--- src/sv/ucli_pkg.sv ---
// Shared types, constants and text tables of the UART command-line interpreter.
package ucli_pkg;

  localparam int LINE_BYTES_DEF = 64;
  localparam int SEND_BYTES_DEF = 64;

  localparam logic [7:0] CHAR_CR = 8'h0D;
  localparam logic [7:0] CHAR_LF = 8'h0A;

  localparam logic [1:0] KIND_TX      = 2'd0;
  localparam logic [1:0] KIND_LED     = 2'd1;
  localparam logic [1:0] KIND_ONESHOT = 2'd2;
  localparam logic [1:0] KIND_TIMER   = 2'd3;

  localparam int MSG_DONE_LEN = 31;
  localparam int MSG_INV_LEN  = 43;
  localparam int MSG_OVF_LEN  = 58;

  localparam logic [8*MSG_DONE_LEN-1:0] MSG_DONE = "Finished task. Send new prompt!";
  localparam logic [8*MSG_INV_LEN-1:0]  MSG_INV  =
    {"Invalid string entered. Please try again!", CHAR_CR, CHAR_LF};
  localparam logic [8*MSG_OVF_LEN-1:0]  MSG_OVF  =
    {"Message too long! Reset the ", 8'h53, 8'h54, 8'h4D, " and send a shorter string!"};

  // command prefixes, padded to eight bytes
  localparam logic [63:0] PAT_SERIAL  = {"serial ", 8'h00};
  localparam logic [63:0] PAT_LED     = {"led ", 32'h0};
  localparam logic [63:0] PAT_ONESHOT = "oneshot ";
  localparam logic [63:0] PAT_TIMER   = {"timer ", 16'h0};

  typedef enum logic [3:0] {
    ST_IDLE,
    ST_TX,
    ST_RX,
    ST_CL_START,
    ST_CL_SCAN,
    ST_CL_DECIDE,
    ST_P_BIN,
    ST_P_SKIP,
    ST_P_SIGN,
    ST_P_DIG,
    ST_P_DONE,
    ST_CP_RUN,
    ST_CP_EMIT
  } state_e;

  typedef enum logic [2:0] {
    CLS_SERIAL,
    CLS_LED,
    CLS_ONESHOT,
    CLS_TIMER,
    CLS_INVALID
  } cls_e;

  typedef enum logic [1:0] {
    MSG_ECHO,
    MSG_FINISHED,
    MSG_INVALID,
    MSG_OVERFLOW
  } msg_e;

  typedef enum logic [1:0] {
    OUT_PEND,
    OUT_SEND,
    OUT_CR
  } out_src_e;

  typedef struct packed {
    logic     latch;
    logic     store;
    logic     cnt_clr;
    logic     idx_clr;
    logic     idx_inc;
    logic     idx_start;
    logic     scan_clr;
    logic     scan_en;
    logic     acc_clr;
    logic     acc_bin;
    logic     acc_dec;
    logic     neg_set;
    logic     pend_set;
    logic     pend_take;
    logic     spos_inc;
    logic     send_clr;
    logic     copy_start;
    logic     copy_step;
    logic     send_begin;
    logic     out_ld;
    msg_e     msg;
    out_src_e out_src;
  } cmd_t;

  typedef struct packed {
    logic is_cr;
    logic ovf_next;
    logic sending;
    logic pend_valid;
    logic tx_more;
    logic scan_last;
    cls_e cls;
    logic idx_end;
    logic ch_bin;
    logic ch_blank;
    logic ch_sign;
    logic ch_digit;
    logic copy_last;
  } sts_t;

  function automatic logic [5:0] msg_len(msg_e m);
    logic [5:0] n;
    n = 6'd0;
    unique case (m)
      MSG_FINISHED: n = 6'(MSG_DONE_LEN);
      MSG_INVALID:  n = 6'(MSG_INV_LEN);
      MSG_OVERFLOW: n = 6'(MSG_OVF_LEN);
      default:      n = 6'd0;
    endcase
    return n;
  endfunction

  function automatic logic [7:0] msg_byte(msg_e m, logic [5:0] i);
    logic [7:0] b;
    b = 8'h00;
    unique case (m)
      MSG_FINISHED: if (int'(i) < MSG_DONE_LEN) b = MSG_DONE[8*(MSG_DONE_LEN-1-int'(i)) +: 8];
      MSG_INVALID:  if (int'(i) < MSG_INV_LEN)  b = MSG_INV[8*(MSG_INV_LEN-1-int'(i)) +: 8];
      MSG_OVERFLOW: if (int'(i) < MSG_OVF_LEN)  b = MSG_OVF[8*(MSG_OVF_LEN-1-int'(i)) +: 8];
      default:      b = 8'h00;
    endcase
    return b;
  endfunction

  function automatic logic [7:0] pat_byte(logic [1:0] p, logic [2:0] i);
    logic [7:0] b;
    b = 8'h00;
    unique case (p)
      2'd0:    b = PAT_SERIAL[8*(7-int'(i)) +: 8];
      2'd1:    b = PAT_LED[8*(7-int'(i)) +: 8];
      2'd2:    b = PAT_ONESHOT[8*(7-int'(i)) +: 8];
      default: b = PAT_TIMER[8*(7-int'(i)) +: 8];
    endcase
    return b;
  endfunction

  function automatic logic [3:0] pat_len(logic [1:0] p);
    logic [3:0] n;
    n = 4'd0;
    unique case (p)
      2'd0:    n = 4'd7;
      2'd1:    n = 4'd4;
      2'd2:    n = 4'd8;
      default: n = 4'd6;
    endcase
    return n;
  endfunction

endpackage

--- src/sv/ucli_dp.sv ---
// Datapath: line and reply memories, prefix scan, number parsing and output register.
module ucli_dp #(
  parameter int LINE_BYTES = ucli_pkg::LINE_BYTES_DEF,
  parameter int SEND_BYTES = ucli_pkg::SEND_BYTES_DEF
) (
  input  logic            clk_i,
  input  logic            rst_ni,
  input  logic [7:0]      rx_byte_i,
  input  ucli_pkg::cmd_t  cmd_i,
  output ucli_pkg::sts_t  sts_o,
  output logic [1:0]      kind_o,
  output logic [31:0]     value_o
);

  localparam int CW  = $clog2(LINE_BYTES);
  localparam int SAW = $clog2(SEND_BYTES);
  localparam int LW  = SAW + 1;
  localparam int MW  = (CW > LW) ? CW : LW;

  logic [7:0]  line_mem [LINE_BYTES];
  logic [7:0]  send_mem [SEND_BYTES];

  logic [CW-1:0] cnt_q, cnt_d;
  logic [CW-1:0] idx_q, idx_d, idx_begin;
  logic [7:0]    rdata_q, byte_q, sdata_q, cp_byte;
  logic [3:0]    match_q;
  logic [31:0]   acc_q;
  logic          neg_q;
  logic          pend_valid_q;
  logic [1:0]    pend_kind_q, act_kind;
  logic [31:0]   pend_value_q;
  logic [LW-1:0] k_q, n_q, len_q, spos_q, spos_d, echo_n, j;
  logic [MW-1:0] echo_raw;
  ucli_pkg::msg_e msg_q;
  logic          sending_q;
  logic [1:0]    kind_q;
  logic [31:0]   value_q;
  ucli_pkg::cls_e cls;

  always_comb begin
    priority if (match_q[0]) cls = ucli_pkg::CLS_SERIAL;
    else if (match_q[1])     cls = ucli_pkg::CLS_LED;
    else if (match_q[2])     cls = ucli_pkg::CLS_ONESHOT;
    else if (match_q[3])     cls = ucli_pkg::CLS_TIMER;
    else                     cls = ucli_pkg::CLS_INVALID;
  end

  always_comb begin
    unique case (cls)
      ucli_pkg::CLS_LED: begin
        idx_begin = CW'(ucli_pkg::pat_len(2'd1));
        act_kind  = ucli_pkg::KIND_LED;
      end
      ucli_pkg::CLS_ONESHOT: begin
        idx_begin = CW'(ucli_pkg::pat_len(2'd2));
        act_kind  = ucli_pkg::KIND_ONESHOT;
      end
      default: begin
        idx_begin = CW'(ucli_pkg::pat_len(2'd3));
        act_kind  = ucli_pkg::KIND_TIMER;
      end
    endcase
  end

  always_comb begin
    priority if (cmd_i.idx_clr)             idx_d = '0;
    else if (cmd_i.idx_start)               idx_d = idx_begin;
    else if (cmd_i.copy_start)              idx_d = CW'(5);
    else if (cmd_i.idx_inc || cmd_i.copy_step) idx_d = idx_q + CW'(1);
    else                                    idx_d = idx_q;
  end

  always_comb begin
    priority if (cmd_i.cnt_clr || cmd_i.copy_start) cnt_d = '0;
    else if (cmd_i.store)                          cnt_d = cnt_q + CW'(1);
    else                                           cnt_d = cnt_q;
  end

  always_comb begin
    priority if (cmd_i.send_clr) spos_d = '0;
    else if (cmd_i.send_begin)   spos_d = LW'(1);
    else if (cmd_i.spos_inc)     spos_d = spos_q + LW'(1);
    else                         spos_d = spos_q;
  end

  // echo text runs from the eighth stored byte, cut to what the reply holds
  assign echo_raw = MW'(cnt_q) - MW'(7);
  assign echo_n   = (echo_raw > MW'(SEND_BYTES - 4)) ? LW'(SEND_BYTES - 4) : LW'(echo_raw);

  assign j = k_q - LW'(2);
  always_comb begin
    priority if (k_q == '0)        cp_byte = ucli_pkg::CHAR_CR;
    else if (k_q == LW'(1))        cp_byte = ucli_pkg::CHAR_LF;
    else if (k_q == n_q + LW'(2))  cp_byte = ucli_pkg::CHAR_CR;
    else if (k_q == n_q + LW'(3))  cp_byte = ucli_pkg::CHAR_LF;
    else if (msg_q == ucli_pkg::MSG_ECHO) cp_byte = rdata_q;
    else                           cp_byte = ucli_pkg::msg_byte(msg_q, j[5:0]);
  end

  always_ff @(posedge clk_i) begin
    if (cmd_i.store) begin
      line_mem[cnt_q] <= byte_q;
    end
    rdata_q <= line_mem[idx_d];
  end

  always_ff @(posedge clk_i) begin
    if (cmd_i.copy_step) begin
      send_mem[k_q[SAW-1:0]] <= cp_byte;
    end
    sdata_q <= send_mem[spos_d[SAW-1:0]];
  end

  always_ff @(posedge clk_i or negedge rst_ni) begin
    if (!rst_ni) begin
      cnt_q        <= '0;
      spos_q       <= '0;
      len_q        <= '0;
      sending_q    <= 1'b0;
      pend_valid_q <= 1'b0;
    end else begin
      cnt_q  <= cnt_d;
      spos_q <= spos_d;
      if (cmd_i.send_clr) begin
        len_q     <= '0;
        sending_q <= 1'b0;
      end else if (cmd_i.send_begin) begin
        len_q     <= n_q + LW'(4);
        sending_q <= 1'b1;
      end
      if (cmd_i.pend_set) begin
        pend_valid_q <= 1'b1;
      end else if (cmd_i.pend_take) begin
        pend_valid_q <= 1'b0;
      end
    end
  end

  always_ff @(posedge clk_i) begin
    idx_q <= idx_d;
    if (cmd_i.latch) begin
      byte_q <= rx_byte_i;
    end
    if (cmd_i.scan_clr) begin
      match_q <= '1;
    end else if (cmd_i.scan_en) begin
      for (int p = 0; p < 4; p++) begin
        if (!(idx_q >= CW'(ucli_pkg::pat_len(2'(p))) ||
              (idx_q < cnt_q && rdata_q == ucli_pkg::pat_byte(2'(p), idx_q[2:0])))) begin
          match_q[p] <= 1'b0;
        end
      end
    end
    if (cmd_i.acc_clr) begin
      acc_q <= '0;
      neg_q <= 1'b0;
    end else begin
      if (cmd_i.acc_bin) begin
        acc_q <= {acc_q[30:0], rdata_q[0]};
      end else if (cmd_i.acc_dec) begin
        acc_q <= (acc_q << 3) + (acc_q << 1) + 32'(rdata_q[3:0]);
      end
      if (cmd_i.neg_set && rdata_q == 8'h2D) begin
        neg_q <= 1'b1;
      end
    end
    if (cmd_i.pend_set) begin
      pend_kind_q  <= act_kind;
      pend_value_q <= neg_q ? (32'd0 - acc_q) : acc_q;
    end
    if (cmd_i.copy_start) begin
      k_q   <= '0;
      msg_q <= cmd_i.msg;
      n_q   <= (cmd_i.msg == ucli_pkg::MSG_ECHO) ? echo_n : LW'(ucli_pkg::msg_len(cmd_i.msg));
    end else if (cmd_i.copy_step) begin
      k_q <= k_q + LW'(1);
    end
    if (cmd_i.out_ld) begin
      unique case (cmd_i.out_src)
        ucli_pkg::OUT_PEND: begin
          kind_q  <= pend_kind_q;
          value_q <= pend_value_q;
        end
        ucli_pkg::OUT_SEND: begin
          kind_q  <= ucli_pkg::KIND_TX;
          value_q <= 32'(sdata_q);
        end
        default: begin
          kind_q  <= ucli_pkg::KIND_TX;
          value_q <= 32'(ucli_pkg::CHAR_CR);
        end
      endcase
    end
  end

  assign kind_o  = kind_q;
  assign value_o = value_q;

  always_comb begin
    sts_o.is_cr      = (byte_q == ucli_pkg::CHAR_CR);
    sts_o.ovf_next   = (cnt_q == CW'(LINE_BYTES - 3));
    sts_o.sending    = sending_q;
    sts_o.pend_valid = pend_valid_q;
    sts_o.tx_more    = (spos_q < len_q);
    sts_o.scan_last  = (idx_q == CW'(7));
    sts_o.cls        = cls;
    sts_o.idx_end    = (idx_q >= cnt_q);
    sts_o.ch_bin     = (rdata_q == 8'h30) || (rdata_q == 8'h31);
    sts_o.ch_blank   = (rdata_q == 8'h20) || (rdata_q >= 8'h09 && rdata_q <= 8'h0D);
    sts_o.ch_sign    = (rdata_q == 8'h2B) || (rdata_q == 8'h2D);
    sts_o.ch_digit   = (rdata_q >= 8'h30) && (rdata_q <= 8'h39);
    sts_o.copy_last  = (k_q == n_q + LW'(3));
  end

  a_spos_in_reply: assert property (@(posedge clk_i) disable iff (!rst_ni)
    spos_q <= len_q)
    else $error("reply position beyond reply length");

  a_reply_start: assert property (@(posedge clk_i) disable iff (!rst_ni)
    $rose(sending_q) |-> (spos_q == LW'(1) && len_q >= LW'(4)))
    else $error("reply started without framing");

  a_line_bound: assert property (@(posedge clk_i) disable iff (!rst_ni)
    cnt_q <= CW'(LINE_BYTES - 2))
    else $error("line count past its limit");

endmodule

--- src/sv/ucli_ctrl.sv ---
// Controller: sequencer for request handling, line classification, parsing and reply set-up.
module ucli_ctrl (
  input  logic           clk_i,
  input  logic           rst_ni,
  input  logic           in_valid_i,
  input  logic           func_i,
  output logic           in_stall_o,
  output logic           out_valid_o,
  input  logic           out_stall_i,
  input  ucli_pkg::sts_t sts_i,
  output ucli_pkg::cmd_t cmd_o
);

  ucli_pkg::state_e state_q, state_d;
  logic out_valid_q, out_free;

  assign out_free   = !out_valid_q || !out_stall_i;
  assign in_stall_o = (state_q != ucli_pkg::ST_IDLE);
  assign out_valid_o = out_valid_q;

  always_ff @(posedge clk_i or negedge rst_ni) begin
    if (!rst_ni) begin
      state_q     <= ucli_pkg::ST_IDLE;
      out_valid_q <= 1'b0;
    end else begin
      state_q <= state_d;
      if (cmd_o.out_ld) begin
        out_valid_q <= 1'b1;
      end else if (!out_stall_i) begin
        out_valid_q <= 1'b0;
      end
    end
  end

  always_comb begin
    state_d = state_q;
    cmd_o   = '0;
    cmd_o.msg     = ucli_pkg::MSG_ECHO;
    cmd_o.out_src = ucli_pkg::OUT_CR;
    unique case (state_q)
      ucli_pkg::ST_IDLE: begin
        cmd_o.latch = in_valid_i;
        if (in_valid_i) begin
          state_d = func_i ? ucli_pkg::ST_TX : ucli_pkg::ST_RX;
        end
      end
      ucli_pkg::ST_TX: begin
        priority if (sts_i.pend_valid) begin
          if (out_free) begin
            cmd_o.out_ld    = 1'b1;
            cmd_o.out_src   = ucli_pkg::OUT_PEND;
            cmd_o.pend_take = 1'b1;
            state_d         = ucli_pkg::ST_IDLE;
          end
        end else if (sts_i.tx_more) begin
          if (out_free) begin
            cmd_o.out_ld   = 1'b1;
            cmd_o.out_src  = ucli_pkg::OUT_SEND;
            cmd_o.spos_inc = 1'b1;
            state_d        = ucli_pkg::ST_IDLE;
          end
        end else begin
          cmd_o.send_clr = 1'b1;
          state_d        = ucli_pkg::ST_IDLE;
        end
      end
      ucli_pkg::ST_RX: begin
        cmd_o.store = 1'b1;
        priority if (sts_i.is_cr) begin
          if (sts_i.sending) begin
            cmd_o.cnt_clr = 1'b1;
            state_d       = ucli_pkg::ST_IDLE;
          end else begin
            state_d = ucli_pkg::ST_CL_START;
          end
        end else if (sts_i.ovf_next) begin
          cmd_o.cnt_clr = 1'b1;
          if (!sts_i.sending) begin
            cmd_o.copy_start = 1'b1;
            cmd_o.msg        = ucli_pkg::MSG_OVERFLOW;
            state_d          = ucli_pkg::ST_CP_RUN;
          end else begin
            state_d = ucli_pkg::ST_IDLE;
          end
        end else begin
          state_d = ucli_pkg::ST_IDLE;
        end
      end
      ucli_pkg::ST_CL_START: begin
        cmd_o.idx_clr  = 1'b1;
        cmd_o.scan_clr = 1'b1;
        state_d        = ucli_pkg::ST_CL_SCAN;
      end
      ucli_pkg::ST_CL_SCAN: begin
        cmd_o.scan_en = 1'b1;
        cmd_o.idx_inc = 1'b1;
        if (sts_i.scan_last) begin
          state_d = ucli_pkg::ST_CL_DECIDE;
        end
      end
      ucli_pkg::ST_CL_DECIDE: begin
        cmd_o.acc_clr = 1'b1;
        unique case (sts_i.cls)
          ucli_pkg::CLS_SERIAL: begin
            cmd_o.copy_start = 1'b1;
            cmd_o.msg        = ucli_pkg::MSG_ECHO;
            state_d          = ucli_pkg::ST_CP_RUN;
          end
          ucli_pkg::CLS_LED: begin
            cmd_o.idx_start = 1'b1;
            state_d         = ucli_pkg::ST_P_BIN;
          end
          ucli_pkg::CLS_ONESHOT, ucli_pkg::CLS_TIMER: begin
            cmd_o.idx_start = 1'b1;
            state_d         = ucli_pkg::ST_P_SKIP;
          end
          default: begin
            cmd_o.copy_start = 1'b1;
            cmd_o.msg        = ucli_pkg::MSG_INVALID;
            state_d          = ucli_pkg::ST_CP_RUN;
          end
        endcase
      end
      ucli_pkg::ST_P_BIN: begin
        if (!sts_i.idx_end && sts_i.ch_bin) begin
          cmd_o.acc_bin = 1'b1;
          cmd_o.idx_inc = 1'b1;
        end else begin
          state_d = ucli_pkg::ST_P_DONE;
        end
      end
      ucli_pkg::ST_P_SKIP: begin
        if (!sts_i.idx_end && sts_i.ch_blank) begin
          cmd_o.idx_inc = 1'b1;
        end else begin
          state_d = ucli_pkg::ST_P_SIGN;
        end
      end
      ucli_pkg::ST_P_SIGN: begin
        if (!sts_i.idx_end && sts_i.ch_sign) begin
          cmd_o.neg_set = 1'b1;
          cmd_o.idx_inc = 1'b1;
        end
        state_d = ucli_pkg::ST_P_DIG;
      end
      ucli_pkg::ST_P_DIG: begin
        if (!sts_i.idx_end && sts_i.ch_digit) begin
          cmd_o.acc_dec = 1'b1;
          cmd_o.idx_inc = 1'b1;
        end else begin
          state_d = ucli_pkg::ST_P_DONE;
        end
      end
      ucli_pkg::ST_P_DONE: begin
        cmd_o.pend_set   = 1'b1;
        cmd_o.copy_start = 1'b1;
        cmd_o.msg        = ucli_pkg::MSG_FINISHED;
        state_d          = ucli_pkg::ST_CP_RUN;
      end
      ucli_pkg::ST_CP_RUN: begin
        cmd_o.copy_step = 1'b1;
        if (sts_i.copy_last) begin
          state_d = ucli_pkg::ST_CP_EMIT;
        end
      end
      ucli_pkg::ST_CP_EMIT: begin
        // the opening CR of the reply leaves with the line end
        if (out_free) begin
          cmd_o.out_ld     = 1'b1;
          cmd_o.out_src    = ucli_pkg::OUT_CR;
          cmd_o.send_begin = 1'b1;
          state_d          = ucli_pkg::ST_IDLE;
        end
      end
      default: state_d = ucli_pkg::ST_IDLE;
    endcase
  end

  a_no_overwrite: assert property (@(posedge clk_i) disable iff (!rst_ni)
    !(cmd_o.out_ld && out_valid_q && out_stall_i))
    else $error("result register overwritten while stalled");

  a_rx_follows: assert property (@(posedge clk_i) disable iff (!rst_ni)
    (in_valid_i && !in_stall_o && !func_i) |=> state_q == ucli_pkg::ST_RX)
    else $error("received byte not stored");

  a_tx_follows: assert property (@(posedge clk_i) disable iff (!rst_ni)
    (in_valid_i && !in_stall_o && func_i) |=> state_q == ucli_pkg::ST_TX)
    else $error("ready request not served");

endmodule

--- src/sv/uart_command_line_interpreter.sv ---
// Top level of the UART command-line interpreter.
//
//   channel | signals                          | direction
//   in      | in_valid_i, in_stall_o, func_i, rx_byte_i | request in
//   out     | out_valid_o, out_stall_i, kind_o, value_o | result out
//
// Transmitter-ready requests and received bytes are served one at a time. A line end is
// classified, its number parsed character by character and its reply copied byte by byte
// (up to SEND_BYTES), all in the controller's sequencer over one line-memory read port.
// Reset clears line count, reply position and length, flags and sequencer, not the memories.
// in_stall_o is high while a request is being worked on; a stalled result holds
// the sequencer only when it has a new result to hand over.
module uart_command_line_interpreter #(
  parameter int LINE_BYTES = ucli_pkg::LINE_BYTES_DEF,
  parameter int SEND_BYTES = ucli_pkg::SEND_BYTES_DEF
) (
  input  logic        clk_i,
  input  logic        rst_ni,
  input  logic        in_valid_i,
  output logic        in_stall_o,
  input  logic        func_i,
  input  logic [7:0]  rx_byte_i,
  output logic        out_valid_o,
  input  logic        out_stall_i,
  output logic [1:0]  kind_o,
  output logic [31:0] value_o
);

  ucli_pkg::cmd_t cmd;
  ucli_pkg::sts_t sts;

  ucli_ctrl u_ctrl (
    .clk_i       (clk_i),
    .rst_ni      (rst_ni),
    .in_valid_i  (in_valid_i),
    .func_i      (func_i),
    .in_stall_o  (in_stall_o),
    .out_valid_o (out_valid_o),
    .out_stall_i (out_stall_i),
    .sts_i       (sts),
    .cmd_o       (cmd)
  );

  ucli_dp #(
    .LINE_BYTES (LINE_BYTES),
    .SEND_BYTES (SEND_BYTES)
  ) u_dp (
    .clk_i     (clk_i),
    .rst_ni    (rst_ni),
    .rx_byte_i (rx_byte_i),
    .cmd_i     (cmd),
    .sts_o     (sts),
    .kind_o    (kind_o),
    .value_o   (value_o)
  );

endmodule

--- config.mk ---
export PLATFORM = sky130hd
export DESIGN_NAME = uart_command_line_interpreter
export DESIGN_NICKNAME = d
export VERILOG_FILES = /design/src/sv/ucli_pkg.sv /design/src/sv/ucli_dp.sv /design/src/sv/ucli_ctrl.sv /design/src/sv/uart_command_line_interpreter.sv
export SDC_FILE = /design/constraint.sdc
export NUM_CORES = 2
export LEC_CHECK = 0
export ABC_AREA = 1
export BUFFER_PORTS_ARGS = -buffer_cell sky130_fd_sc_hd__buf_2
export CELL_PAD_IN_SITES_DETAIL_PLACEMENT = 0
export CELL_PAD_IN_SITES_GLOBAL_PLACEMENT = 1
export CORE_MARGIN = 3
export CORE_UTILIZATION = 50
export CTS_BUF_LIST = sky130_fd_sc_hd__clkbuf_8
export CTS_CLUSTER_SIZE = 40
export DETAILED_ROUTE_END_ITERATION = 7
export GPL_TIMING_DRIVEN = 0
export PLACE_DENSITY = 0.89
export SYNTH_ARGS = -nofsm -noshare
export SYNTH_HDL_FRONTEND = slang
export SYNTH_HIERARCHICAL = 1
export SYNTH_SLANG_ARGS = --single-unit
--- constraint.sdc ---
create_clock -name clk_i -period 5.8 [get_ports clk_i]
set_clock_uncertainty 0.1 [all_clocks]
set_input_delay 0 -clock clk_i [delete_from_list [all_inputs] [get_ports clk_i]]
set_output_delay 0 -clock clk_i [all_outputs]
set_load 0.05 [all_outputs]
* After elaboration in Yosys (flattened, before gate mapping)
Memories as Yosys holds them, arrays and structs flattened. A register that Yosys moved wholly into a read port is not among the register bits.
Index checks and enable logic that the tools add are counted.
** Storage, ports and cells
- Bits in registers :: 162
- Latch bits :: 0
- Memory bits (writable) :: 1024
- ROM bits :: 0
- Output and inout bits :: 36
- Word-level logic and storage cells :: 278
- Memories :: 2
** Memory list
- u_dp.line_mem :: words 64, width 8, rd ports 1, clocked after Yosys merged registers in 1, write ports 1, line ucli_dp.sv:20 : logic [7:0] line_mem [LINE_BYTES];
- u_dp.send_mem :: words 64, width 8, rd ports 1, clocked after Yosys merged registers in 1, write ports 1, line ucli_dp.sv:21 : logic [7:0] send_mem [SEND_BYTES];
** Cells by class
- Add/subtract/negate cells :: 16
- Multipliers :: 0
- Div/mod/pow operators :: 0
- $lt $le $gt $ge :: 15
- Eq/ne operators :: 44
- Shift-type cells :: 7
- Muxes and demuxes :: 120
- Bitwise logic cells :: 5
- Reduce and logical (&&, ||, !) cells :: 45
** Operators with widths (count)
- 464-bit by 32-bit indexed part select with 8-bit output, first input constant :: 1
- 344-bit by 32-bit indexed part select with 8-bit output, first input constant :: 1
- 64-bit by 32-bit indexed part select with 8-bit output, first input constant :: 4
- 248-bit by 32-bit indexed part select with 8-bit output, first input constant :: 1
- 8-bit two-way mux :: 16
- 32-bit two-way mux :: 3
- 4-bit two-way mux :: 20
- 32-bit one-hot mux with 2 select lines :: 1
- 4-bit one-hot mux with 13 select lines :: 1
- 6-bit two-way mux :: 8
- 8-bit by 6-bit equality test with 1-bit output, second input constant :: 5
- 1-bit two-way mux :: 38
- 7-bit two-way mux :: 5
- 32-bit adder :: 1
- 32-bit by 4-bit adder with 32-bit output :: 1
- 8-bit equality test :: 4
- 1-bit by 32-bit subtractor with 32-bit output, first input constant :: 1
- 2-bit two-way mux :: 14
- 6-bit by 4-bit >= comparator with 1-bit output :: 4
- 8-bit one-hot mux with 3 select lines :: 1
- 4-bit equality test, second input constant :: 5
- 6-bit one-hot mux with 3 select lines :: 1
- 4-bit by 3-bit equality test with 1-bit output, second input constant :: 4
- 4-bit one-hot mux with 2 select lines :: 2
- other kinds (54) :: 110

* Longest topological paths before layout
- Word-level depth :: 11
- Mapped depth :: 29
- Gate-level depth less buffers :: 26

* Cells and area by module
Netlist, hierarchy kept.
** By module, submodules not included
- ucli_dp :: instances 1, cells each 4911, area an instance 53555.1 um^2
- ucli_ctrl :: instances 1, cells each 143, area an instance 728.2 um^2

* Worst setup path after synthesis
No wires, ideal clock.
- Kind :: reg2reg
- From :: reg u_dp.k_q[2]
- To :: mem u_dp.send_mem[0][5], data pin
- Arrival time :: 4125 ps
- Setup slack :: 987 ps
- Stages on the path, launching flop included :: 16
- Path through :: dfxtp_1 inv_1 ha_1 inv_1 nand2_4 nand2_4 nor2_1 o21ai_4 nand2_4 nor2_4 nand2_1 nand2_1 nand2_1 o21ai_0 nand3_1 a31oi_1
** On the way
- Word-level cells in the longest chain between the ends :: 10
- Elaborated cells between the ends (all ways) :: 23
- Those cells by class :: add/sub (4); order compare (3); eq/ne (3); shift (3); mux (9); reduce/logical (1)
** RTL lines
- start, declared :: line ucli_dp.sv:32 : logic [LW-1:0] k_q, n_q, len_q, spos_q, spos_d, echo_n, j;
- start signal, assigned :: line ucli_dp.sv:176 : k_q <= k_q + LW'(1);
- 6-bit by 2-bit subtractor with 6-bit output :: line ucli_dp.sv:90 : assign j = k_q - LW'(2);
- 6-bit by 6-bit subtractor with 7-bit output (tied with other cells) :: line ucli_pkg.sv:127 : MSG_OVERFLOW: if (int'(i) < MSG_OVF_LEN) b = MSG_OVF[8*(MSG_OVF_LEN-1-int'(i)) +: 8];
- 464-bit by 32-bit indexed part select with 8-bit output (tied with other cells) :: line ucli_pkg.sv:127
- 8-bit two-way mux, on equally long branches :: line ucli_pkg.sv:127, ucli_pkg.sv:125, ucli_pkg.sv:126
- 8-bit one-hot mux with 3 select lines :: line ucli_pkg.sv:124 : unique case (m)
- 8-bit two-way mux :: line ucli_dp.sv:96 : else if (msg_q == ucli_pkg::MSG_ECHO) cp_byte = rdata_q;
- 8-bit two-way mux :: line ucli_dp.sv:95 : else if (k_q == n_q + LW'(3)) cp_byte = ucli_pkg::CHAR_LF;
- 8-bit two-way mux :: line ucli_dp.sv:94 : else if (k_q == n_q + LW'(2)) cp_byte = ucli_pkg::CHAR_CR;
- 8-bit two-way mux :: line ucli_dp.sv:93 : else if (k_q == LW'(1)) cp_byte = ucli_pkg::CHAR_LF;
- 8-bit two-way mux (*) :: line ucli_dp.sv:92 : priority if (k_q == '0) cp_byte = ucli_pkg::CHAR_CR;
- net u_dp.cp_byte[5] :: line ucli_dp.sv:25 : logic [7:0] rdata_q, byte_q, sdata_q, cp_byte;
- end, declared :: line ucli_dp.sv:21
Mark *: on every way through the listed nets, which the timed path passes. The rest lies on a longest branch.

==> run metrics <==
status=finished clean; Clock Path Buffers=3; crit end category=flop; vias in the first global route=39500; largest family of logic cells by synthesized area=simple AND/OR/NAND/NOR gates; starting density of the core=0.506; synthesis-stage register bit count=1202; ys async rst share=0.0225; DRT Wirelength=174000 um; critical path class=flop to flop; Num CTS Buffers=188; crit-path max cell delay=0.97 ns; GRT Residual Overflow=0; period utilisation layout=0.952; Pwr per Cell Area=583 nW/um^2; core box area=107000 um^2; multiplexer area fraction after synthesis=0; Critical Path AT=6.17 ns; Ys Warns=6; Clock Pin Slew Worst Setup and Hold Paths=0.07 ns; Rel. slew slack=0.0527; routed len/inst=25.2 um; RR Startpoint=u_dp/byte_q[3]; Clock Tree Root=clkbuf_8; syn_nets=5169; DRT antenna net count=0; VDD IR max=0.442 mV; Yosys top cell area share=0.613; Most used DFF post-synth=edfxtp_1; synthesized cell area=54300 um^2; H-tree Lvls=4; # setup viols final=0; compound-cell area share of the yosys netlist=0.112; Slowest-stage cell, CP=edfxtp_1; First-pass DRT Iterations=8; filler instances=8957; I/O Buffers=48; DRC Markers=0; DR iter-0 viols=5783; simple-gate area share of the yosys netlist=0.163; Adder-Cell Fraction of Synth Area=0.0238; CP dominant cell by count=nand2_1; most frequent cell after synthesis=edfxtp_1; Avg Inst Size Synth=10.7 um^2; Clock Latency Late Sink=0.88 ns; Hold Fails Final Rpt=0; Die Ht=335 um; area leader, netlist=edfxtp_1; XOR/XNOR Fraction of Synth Area=0.0123; GP Congestion=1.03; Post-synth EDFFs=1109; crit path time final=5.52 ns; IO Count=49; hpwl dp=119000 um; DIE AREA=113000 um^2; global-route wire length before repair=254000 um; Final Max Slew Viols=0; row count=120; sequential cell area=35300 um^2; crit path cell chain=nand2_1 -> nor4_2 -> nor2_1 -> nand2_1 -> nand2_1 -> or2_2 -> nor2_1 -> o211ai_1 -> a21oi_2 -> buf_2 -> clkbuf_1 -> o211ai_1 -> nand3_1 -> nand3_1 -> a31oi_1; synthesized instance count=5054; crit path max fanout=22; MaxCap Viol Count=0; initial antenna violation count=4; TritonCTS clock tree=built; Peak Freq=0.181 GHz; CP startpoint=u_dp/byte_q[3]; area of the multi-input gates=17000 um^2; Worst Hold Class=input pin to flop; crit path launch type=flop; worst slew pin tran=1.42 ns; Crit path required time=6.45 ns; share of cells above drive strength 1=0.0955; HP Start=in_valid_i; P_leak=22.6 nW; die width=335 um; pre-CTS WS=-0.0886 ns; post-synthesis sequential area ratio=0.650; top post-synthesis cells by count=1109 x edfxtp_1, 1085 x nand2_1, 605 x nor2_1, 418 x o21ai_0, 344 x nand3_1; largest net degree at the start of global routing=41; delay-heaviest family, CP=simple AND/OR/NAND/NOR gates; total vias in the final route=41800; drt via density=6.04; Hold Slack=0.138 ns; Area Overhead vs Synth=12.6%; # clock sinks=1202; main area contributors after synthesis=edfxtp_1 61%, nand2_1 7.5%, nor2_1 4.2%, o21ai_0 3.9%, nand3_1 3.2%; NumNets Final=5467; Yosys cell types=67; worst path buffer plus inverter count=2; PnR worst setup slack=0.278 ns; gr usage total=0.305
==> flip-flops by register name, indices dropped and copies added, names as in the netlist, 4 cells and up <==
| name | count |
|---|---|
| u_dp/idx_q | 6 |
| u_dp/n_q | 7 |
| u_ctrl/state_q | 4 |
| u_dp/pend_value_q | 32 |
| u_dp/value_o | 32 |
| u_dp/rdata_q | 8 |
| u_dp/match_q | 4 |
| u_dp/cnt_q | 6 |
| u_dp/byte_q | 8 |
| u_dp/sdata_q | 8 |
| u_dp/send_mem | 512 |
| u_dp/k_q | 7 |
| u_dp/len_q | 7 |
| u_dp/spos_q | 7 |
| u_dp/acc_q | 32 |
| u_dp/line_mem | 512 |
==> cell families (layout without fill, tap and decap cells) <==
group | after synthesis | in the layout
AO/OA/AOI/OAI | 1011 | 1011
XOR/XNOR | 73 | 73
adder cells (fa/ha/maj) | 102 | 102
buffers and inverters | 517 | 973
flip-flops | 1202 | 1202
other | 1 | 4
AND/OR/NAND/NOR | 2148 | 2148
==> stage by stage <==
stage | total power, mW | cells | TNS, ns | area (um^2) | util
2_1_floorplan | 21.1 | 5054 | 0 | 54300 | -
3_3_place_gp | 27.5 | 6505 | -786.29 | 56300 | 0.524
3_5_place_dp | 27.9 | 6536 | -0.147 | 57000 | 0.531
4_1_cts | 35.0 | 6912 | 0 | 61100 | 0.569
5_1_grt | 37.1 | 6916 | -0.0948 | 61100 | 0.569
6_report | 35.6 | 6916 | 0 | 61100 | 0.569
==> cell usage in the layout, fill, tap and decap left out, types with 74 or more instances in the layout <==
| cell type | count |
|---|---|
| edfxtp_1 | 1109 |
| o21ai_0 | 418 |
| o211ai_1 | 109 |
| o22ai_1 | 74 |
| clkbuf_8 | 197 |
| nand2_1 | 1084 |
| nor2_1 | 603 |
| nand3_1 | 344 |
| a31oi_1 | 119 |
| buf_2 | 147 |
| clkbuf_1 | 143 |
| a21oi_1 | 102 |
| inv_1 | 277 |
| ha_1 | 100 |
==> repair_timing <==
| item | 4_1_cts | 5_1_grt |
|---|---|---|
| endpoints found under the setup margin | 5 | 16 |
| gates resized for setup | 1 | 9 |
| hold buffers | 27 | 0 |
| endpoints found under the hold margin | 99 | 0 |
| buffers inserted | 1 | 0 |
==> layer usage <==
metal  global-route usage  routed length (um)
met4                0.147                9010
met3               0.0669               19500
met2                0.487               80400
met1                0.397               65400
met5                    0                  11
==> report_power, final <==
group	internal [mW]	switching, mW	total (mW)
clock	3.61	3.46	7.07
combinational	4.46	13.1	17.6
sequential	10.6	0.349	11.0
==> path summary, 6_finish.rpt <==
kind	slack [ns]	cells past startpoint	end
worst max-delay path	0.28	15	u_dp/rdata_q[0]
worst min-delay path	0.14	4	u_dp/byte_q[7]
worst max register to register	0.28	15	u_dp/rdata_q[0]
worst min register to register	0.39	2	u_dp/match_q[1]
max in group asynchronous	4.76	5	u_dp/len_q[3]
min in group asynchronous	0.61	5	u_ctrl/state_q[3]
==> area by class of cell <==
cell class / count / area share
sequential: 1202 / 0.578
antenna: 3 / 0.000123
buffer: 263 / 0.0192
multi-input combinational: 3335 / 0.278
inverter: 254 / 0.0156
tap: 1403 / 0.0287
clock buffer: 197 / 0.0444
clock inverter: 151 / 0.0166
timing repair buffer: 108 / 0.0203
==> worst reg2reg max path, delay by kind of cell (launching register included) <==
family          cells  cell delay [ns]
compound gates      4             1.32
buf+inv             2             0.83
flops               1             0.97
simple gates        9             2.17
(Power assumes the default switching activity.)
